**config.mk**
```make
export PLATFORM = sky130hd
export DESIGN_NAME = tpag_regs
export DESIGN_NICKNAME = d
export VERILOG_FILES = /design/src/hw/rtl/tpag_pkg.sv /design/src/hw/rtl/tpag_regs.sv
export SDC_FILE = /design/constraint.sdc
export NUM_CORES = 1
export LEC_CHECK = 0
export BUFFER_PORTS_ARGS = -buffer_cell sky130_fd_sc_hd__buf_2
export CAP_MARGIN = 10
export CORE_ASPECT_RATIO = 0.6
export CORE_MARGIN = 2
export CORE_UTILIZATION = 52
export DETAILED_ROUTE_END_ITERATION = 8
export PLACE_DENSITY = 0.84
export SLEW_MARGIN = 10
export SYNTH_ARGS = -nofsm -noshare
export SYNTH_HDL_FRONTEND = slang
export SYNTH_SLANG_ARGS = --single-unit
```
**constraint.sdc**
```tcl
create_clock -name clk -period 5.7 [get_ports clk]
set_input_delay 1.71 -clock clk [delete_from_list [all_inputs] [get_ports clk]]
set_output_delay 1.71 -clock clk [all_outputs]
set_load 0.05 [all_outputs]
```
**src/hw/rtl/tpag_pkg.sv**
```systemverilog
// Shared types and constants for the tensor permute address generator.
// No dependencies; every other file imports this package.
package tpag_pkg;

  localparam int AXES       = 4;
  localparam int AXIS_BITS  = 2;
  localparam int COUNT_BITS = 3;
  localparam int SIZE_BITS  = 16;
  localparam int INDEX_BITS = 32;
  localparam int MAP_BITS   = AXES * AXIS_BITS;
  localparam int PADDR_BITS = 5;
  localparam int PDATA_BITS = 32;

  typedef logic [SIZE_BITS-1:0] tsize_t;
  typedef logic [AXIS_BITS-1:0] axis_t;

  typedef enum logic [1:0] {
    ERR_NONE  = 2'd0,
    ERR_MAP   = 2'd1,
    ERR_COUNT = 2'd2
  } err_t;

  typedef enum logic [2:0] {
    REG_DIM_COUNT = 3'd0,
    REG_SIZE_0    = 3'd1,
    REG_SIZE_1    = 3'd2,
    REG_SIZE_2    = 3'd3,
    REG_SIZE_3    = 3'd4,
    REG_AXIS_MAP  = 3'd5
  } reg_idx_t;

  typedef struct packed {
    logic [COUNT_BITS-1:0]  dim_count;
    tsize_t [AXES-1:0]      in_size;
    logic [MAP_BITS-1:0]    axis_map;
  } tpag_cfg_t;

  typedef struct packed {
    logic [COUNT_BITS-1:0] axes_used;
    err_t                  err;
  } tpag_mode_t;

  typedef struct packed {
    logic [INDEX_BITS-1:0] src;
    logic [INDEX_BITS-1:0] dst;
    logic                  last;
    err_t                  err;
  } tpag_result_t;

  // One axis of size one, identity map
  localparam tpag_cfg_t CFG_RESET = '{
    dim_count: COUNT_BITS'(1),
    in_size:   {AXES{SIZE_BITS'(1)}},
    axis_map:  MAP_BITS'(8'hE4)
  };

endpackage

```
**src/hw/rtl/tpag_regs.sv**
```systemverilog
// Configuration register file behind the APB-style port.
// Depends on tpag_pkg.
module tpag_regs
  import tpag_pkg::*;
#(
  parameter int SIZE_WIDTH = 16
) (
  input  logic                  clk,
  input  logic                  rst,
  input  logic                  psel,
  input  logic                  penable,
  input  logic                  pwrite,
  input  logic [PADDR_BITS-1:0] paddr,
  input  logic [PDATA_BITS-1:0] pwdata,
  output logic [PDATA_BITS-1:0] prdata,
  output logic                  pready,
  output tpag_cfg_t             cfg,
  output logic                  cfg_wr
);

  localparam tsize_t SIZE_MASK = (SIZE_WIDTH >= SIZE_BITS) ? '1 :
                                 SIZE_BITS'((64'd1 << SIZE_WIDTH) - 64'd1);

  reg_idx_t idx;

  assign idx    = reg_idx_t'(paddr[PADDR_BITS-1:2]);
  assign pready = 1'b1;
  assign cfg_wr = psel && penable && pwrite && pready;

  // Write the addressed register
  always_ff @(posedge clk) begin
    if (rst) begin
      cfg <= CFG_RESET;
    end else if (cfg_wr) begin
      unique case (idx)
        REG_DIM_COUNT: cfg.dim_count  <= pwdata[COUNT_BITS-1:0];
        REG_SIZE_0:    cfg.in_size[0] <= pwdata[SIZE_BITS-1:0] & SIZE_MASK;
        REG_SIZE_1:    cfg.in_size[1] <= pwdata[SIZE_BITS-1:0] & SIZE_MASK;
        REG_SIZE_2:    cfg.in_size[2] <= pwdata[SIZE_BITS-1:0] & SIZE_MASK;
        REG_SIZE_3:    cfg.in_size[3] <= pwdata[SIZE_BITS-1:0] & SIZE_MASK;
        REG_AXIS_MAP:  cfg.axis_map   <= pwdata[MAP_BITS-1:0];
        default: ;
      endcase
    end
  end

  // Read mux
  always_comb begin
    prdata = '0;
    unique case (idx)
      REG_DIM_COUNT: prdata = PDATA_BITS'(cfg.dim_count);
      REG_SIZE_0:    prdata = PDATA_BITS'(cfg.in_size[0]);
      REG_SIZE_1:    prdata = PDATA_BITS'(cfg.in_size[1]);
      REG_SIZE_2:    prdata = PDATA_BITS'(cfg.in_size[2]);
      REG_SIZE_3:    prdata = PDATA_BITS'(cfg.in_size[3]);
      REG_AXIS_MAP:  prdata = PDATA_BITS'(cfg.axis_map);
      default:       prdata = '0;
    endcase
  end

endmodule

```
==> results of run 1 <==
-- logic make-up after synthesis --
| kind of cell | share of synthesized area (%) |
|---|---|
| muxes | 25.4 |
| other | 0.196 |
| buffers and inverters | 8.24 |
| and+or+nand+nor | 19.2 |
| AOI/OAI and AO/OA | 7.75 |
| DFF | 39.2 |
-- layout make-up --
type	instances	area, um^2	share of cell area, %
inverters	1	3.75	0.0804
repair buffers	121	621	13.3
well taps	91	114	2.44
flip-flops and latches	75	1500	32.1
clock buffers	10	239	5.12
clock inverters	5	125	2.68
multi-input cells	273	2070	44.3
-- critical path, cell delays in order --
cell and delay (ps):
buf_2 320, nand2b_1 410, nor2_2 460, o2bb2ai_1 180, buf_2 280
-- Yosys cell counts, types with 2 or more instances --
cell	instances
dfxtp_1	75
conb_1	2
a221oi_1	5
nor2_1	20
nand3_1	5
mux2i_1	77
o21ai_0	5
clkbuf_1	12
a22oi_1	11
o21a_1	4
nand2_4	2
buf_4	20
a21oi_1	6
mux2_2	16
nand2b_1	78
o2bb2ai_1	8
buf_6	6
buf_2	5
nand2_1	3
nor2_2	2
-- power by group --
part / total [W] / switching [W] / internal (W)
clock network: 0.000691 / 0.000211 / 0.000481
logic: 0.000138 / 0.000100 / 0.0000380
registers: 0.000531 / 0.00000315 / 0.000528
-- metrics by stage --
stage / std cells / utilization (%)
final: 576 / 64.8
after global routing: 576 / 64.8
after CTS: 576 / 64.8
after detailed placement: 561 / 59.8
after global placement: 561 / 59.8
after floorplan: 394 / -
-- path summary, 6_finish.rpt --
check                start         end  slack, ps  cells after the start
setup / recovery  paddr[3]  prdata[13]        610                      5
hold / removal     cfg[16]     cfg[16]        490                      2
setup reg to reg   cfg[26]     cfg[26]       5030                      2
hold reg to reg    cfg[16]     cfg[16]        490                      2
-- cells in the final DEF (no fill, tap or decap), drive strengths merged, types with 2 or more instances in the layout --
cell	instances
a21oi	6
a221oi	5
a22oi	11
and2b	2
buf	121
bufinv	4
clkbuf	10
conb	17
dfxtp	75
mux2	16
mux2i	77
nand2	6
nand2b	78
nand3	5
nor2	22
o21a	4
o21ai	5
o2bb2ai	8
-- layer usage --
layer	up-vias	GRT usage [%]	wire [um]
met5	-	0	0
met4	0	5.62	70
met3	8	5.56	684
met2	124	38.6	4530
met1	1513	34.8	4470
li1	1481	-	-
==> flow_summary_export.csv, run 1 <==
group,metric,value,unit
status,status,"finished, final reports clean",
timing,slew_violations,0,
grt,grt_max_degree,79,
synthesis,syn_inst,379,
clocking,root_buffer,"clkbuf_16",
synthesis,netlist-cell-type-count,37,
synthesis,syn_area_per_cell,10.1,um^2
routing,routedWlPerCell,16.9,um
routing,firstDrtPassIters,5,
floorplan,start_util,53.1,%
layout,top_regs,"cfg x75",
flow_run,maxCapViolations,0,
power,p_per_area,291,nW/um^2
place,dpl-instance-area,4310,um^2
routing,postRouteAntennaNets,0,
timing,fin_tns_setup,0,ps
synthesis,yosysWarnings,0,
synthesis,yosys.area.top_type,"dfxtp_1",
layout,fill_cells,614,
timing,fin_crit_sh,89.4,%
place,portBuffers,115,
timing,layout_setup_ws,606,ps
routing,first_iter_violations,148,
setup_path,crit_required,3990,ps
routing,num_vias,3126,
grt,grt_pass1_vias,2941,
power,p_leak,2.38,nW
grt,grt_overflow,0,
timing,whs,490,ps
synthesis,synthFlopType,"dfxtp_1",
synthesis,ys_ff_latch,75,
synthesis,yosys.area.top_type_share,39.2,%
routing,routed_via_density,5.43,
timing,hold_viol_final,0,
place,place_ws,605,ps
synthesis,synthArstFlopShare,0,%
routing,drt-total-wl,9750,um
grt,grt_pass1_wl,15300,um
clocking,cts-resized-gates,0,
floorplan,io-pin-count,151,
clocking,cts-hold-fix-buffers,0,
floorplan,core_region_area,7210,um^2
timing,tightest_slew,712,ps
layout,fin_area,4670,um^2
clocking,htree_levels,3,
clocking,clk_latency,320,ps
clocking,clockBufferDepth,2,
timing,slew_headroom,52.5,%
power,ir_worst_vdd,0.140,mV
setup_path,critPathMaxFanout,28,
layout,largest_register_ffs,75,
timing,finalSetupViolCount,0,
timing,max_freq,196,MHz
synthesis,synth_edf_count,0,
layout,drive_gt1_share,33.6,%
synthesis,ys_seq_area_share,39.2,%
clocking,cts_sinks,75,
routing,post-route-drc-count,0,
layout,syn_to_final_growth,22.0,%
floorplan,die_h,70.5,um
place,hpwlAfterDp,6730,um
clocking,tritoncts,"done",
grt,grt_util_all_layers,24.7,%
setup_path,end_kind,"output pin",
setup_path,arrival,3380,ps
place,gp_congestion,0.814,
layout,n_antenna_cell,0,
timing,fin_skew,0,ps
timing,fin_crit,5090,ps
worst_hold_path,hold_class,"flop to flop",
floorplan,die_area,8090,um^2
clocking,numCtsBuffers,9,
layout,nets,523,
timing,rsz0062_at_grt,"no",
setup_path,crit_type,"primary input to output pin",
power,power,0.00136,W
clocking,clk_pin_slew,60,ps
grt,antenna_found_initial,0,
floorplan,fp.dieW,115,um
synthesis,synth_area,3830,um^2
synthesis,synth_area_leaders,"dfxtp_1, mux2i_1, nand2b_1, mux2_2, buf_4",
floorplan,num_rows,24,
clocking,postCtsSetupBuffers,0,
layout,regMostFlops,"cfg",
setup_path,crit_path_start_kind,"primary input",
Power figures use the tool's default switching activity.
==> inputs of run 2 (changes only) <==
- ABC_AREA: default -> 1
- PLACE_DENSITY: 0.84 -> 0.83
==> run 2 against run 1 <==
Effect of this change:
- worst hold slack improved by 4.8 ps
- cell count rose by 43%
- fmax fell by 0.54%
- combinational power increased by 21%
- highest routed layer unchanged
==> flow_summary_export.csv, run 2 <==
group,metric,value,unit
routing,num_vias,4162,
timing,fin_crit,5120,ps
place,hpwlAfterDp,8300,um
routing,routedWlPerCell,14.2,um
setup_path,r2r-end,"cfg[72]",
synthesis,yosys.area.top_type,"dfxtp_1",
clocking,cts-resized-gates,0,
clocking,clk_pin_slew,50,ps
routing,post-route-drc-count,0,
place,gp_congestion,0.926,
grt,grtUsageMet1,42.6,%
clocking,htree_levels,3,
layout,largest_register_ffs,75,
synthesis,ys_seq_area_share,37.6,%
synthesis,netlist-cell-type-count,23,
setup_path,regToRegSetupSlack,5020,ps
routing,routed_via_density,5.07,
layout,layout_commonest_cell,"nor2_1",
floorplan,fp.dieW,117,um
flow_run,maxCapViolations,0,
timing,fin_crit_sh,89.9,%
power,power_frac_seq,42.0,%
grt,top_usage_layer,"met1",
power,ir_worst_vdd,0.148,mV
synthesis,synth_area,4000,um^2
setup_path,cp_common_cell,"nand2_1",
power,clkPwrFrac,45.0,%
setup_path,cp_num_cells,8,
setup_path,critPathMaxStageDelay,470,ps
setup_path,endpoint,"prdata[14]",
floorplan,die_h,71.9,um
setup_path,end_kind,"output pin",
grt,grt_overflow,0,
synthesis,synthArstFlopShare,0,%
timing,slew_violations,0,
synthesis,yosysWarnings,0,
synthesis,synth_area_leaders,"dfxtp_1, nor2_1, nand2_1, nand3_1, buf_4",
power,net-switching-power,0.000355,W
setup_path,critPathMaxFanout,23,
layout,fin_area,4720,um^2
clocking,postCtsSetupBuffers,0,
grt,antenna_found_initial,0,
synthesis,yosys.area.top_type_share,37.6,%
worst_hold_path,hold_class,"flop to flop",
setup_path,arrival,3410,ps
timing,max_freq,195,MHz
layout,top_regs,"cfg x75",
timing,slew_headroom,21.3,%
setup_path,crit_type,"primary input to output pin",
timing,finalSetupViolCount,0,
clocking,tritoncts,"done",
setup_path,crit_required,3990,ps
synthesis,synth_edf_count,0,
power,p_per_area,271,nW/um^2
synthesis,yosysMostFrequentCell,"nor2_1",
routing,drt-total-wl,11700,um
floorplan,io-pin-count,151,
layout,regMostFlops,"cfg",
timing,fin_tns_setup,0,ps
clocking,cts_sinks,75,
grt,grt_util_all_layers,27.3,%
synthesis,synthTopCellsByCount,"nor2_1, nand2_1, dfxtp_1",
layout,drive_gt1_share,21.5,%
floorplan,start_util,54.3,%
routing,first_iter_violations,497,
setup_path,crit_start,"paddr[4]",
clocking,clk_latency,330,ps
timing,rsz0062_at_grt,"no",
place,dpl-instance-area,4430,um^2
setup_path,critPathBufInv,4,
routing,firstDrtPassIters,5,
layout,syn_to_final_growth,18.2,%
setup_path,worst_r2r_path_depth,2,
setup_path,cp_slowest_cell,"nor2_4",
grt,grtUsageMet2,36.7,%
synthesis,ys_ff_latch,75,
setup_path,rr_startpoint,"cfg[72]",
power,swShare,27.7,%
layout,n_antenna_cell,0,
grt,grt_max_degree,76,
clocking,root_buffer,"clkbuf_16",
clocking,cts-hold-fix-buffers,0,
clocking,numCtsBuffers,9,
grt,grt_pass1_wl,17700,um
synthesis,synthFlopType,"dfxtp_1",
power,intPower,0.000924,W
grt,gr-usage-met3,9.02,%
floorplan,num_rows,24,
layout,nets,755,
power,p_comb_share,13.1,%
floorplan,core_region_area,7360,um^2
place,portBuffers,115,
layout,fill_cells,666,
status,status,"finished, final reports clean",
floorplan,die_area,8430,um^2
grt,grt_pass1_vias,3487,
timing,tightest_slew,1180,ps
setup_path,path_cells,"buf_2 > inv_2 > nor2_4 > nand2_1 > nand2_1 > inv_1 > nand2_1 > buf_2",
synthesis,syn_inst,619,
timing,hold_viol_final,0,
setup_path,crit_path_start_kind,"primary input",
layout,final_cell_mix,"nor2_1, nand2_1, buf_2, dfxtp_1, nand3_1",
clocking,clockBufferDepth,2,
power,p_leak,2.36,nW
routing,postRouteAntennaNets,0,
timing,fin_skew,0,ps
worst_hold_path,holdPathStages,2,
synthesis,syn_area_per_cell,6.46,um^2
setup_path,cp_top_family,"buffers and inverters",
## run 2: cell count changes after synthesis, sizes merged, moves of 55 or more
cell,before,now
nand2b,78,0
nand3,5,73
mux2i,77,0
nand2,6,156
inv,1,56
nor2,22,174
## run 2: how the worst min path moves through the flow
stage / startpoint / endpoint / slack, ps
5_1_grt: cfg[53] / cfg[53] / 510
3_5_place_dp: cfg[56] / cfg[56] / 490
4_1_cts: cfg[56] / cfg[56] / 500
6_report: cfg[67] / cfg[67] / 490
3_3_place_gp: cfg[72] / cfg[72] / 480
2_1_floorplan: cfg[45] / cfg[45] / 710
## run 2: layout make-up
type	instances	area, um^2	share of cell area [%]
clock buffers	13	260	5.51
clock inverters	2	35.0	0.742
well taps	104	130	2.75
flip-flops and latches	75	1500	31.8
inverters	56	213	4.50
repair buffers	120	613	13.0
multi-input cells	451	1970	41.7
## run 2: logic make-up (layout without fill, tap and decap cells)
| logic type | count (synthesis) | in the layout | share of synthesized area [%] |
|---|---|---|---|
| flops | 75 | 75 | 37.6 |
| simple gates | 417 | 417 | 45.6 |
| buf+inv | 108 | 191 | 14.5 |
| other cells | 2 | 17 | 0.188 |
| compound gates | 17 | 17 | 2.13 |
## run 2: power by group through the flow
stage	Clock [W]	Combinational [W]	Sequential, W
6_report	0.000575	0.000167	0.000537
5_1_grt	0.000590	0.000178	0.000537
4_1_cts	0.000573	0.000165	0.000537
3_5_place_dp	0	0.000164	0.000548
3_3_place_gp	0	0.000162	0.000548
2_1_floorplan	0	0.000118	0.000571
## run 2: metrics by stage
stage	power [W]	util (%)	hold slack (ps)	instances	setup slack [ps]
floorplan	0.000689	-	710	634	1210
global placement	0.000710	60.2	479	806	607
detailed placement	0.000712	60.2	488	806	590
CTS	0.00127	64.2	497	821	582
global route	0.00131	64.2	510	821	453
finish	0.00128	64.2	494	821	578
## run 2: tightest hold or removal path: cells and delay by family (launching register included)
family / cells / cell delay (ps)
flip-flops: 1 / 310
AND/OR/NAND/NOR: 2 / 140
## run 2: per-layer routing
| layer | share of wire, % | wire [um] | vias to the layer above |
|---|---|---|---|
| li1 | - | - | 2052 |
| met1 | 47 | 5460 | 1879 |
| met2 | 40 | 4660 | 220 |
| met3 | 13 | 1490 | 11 |
| met4 | 0.62 | 73 | 0 |
| met5 | 0 | 0 | - |
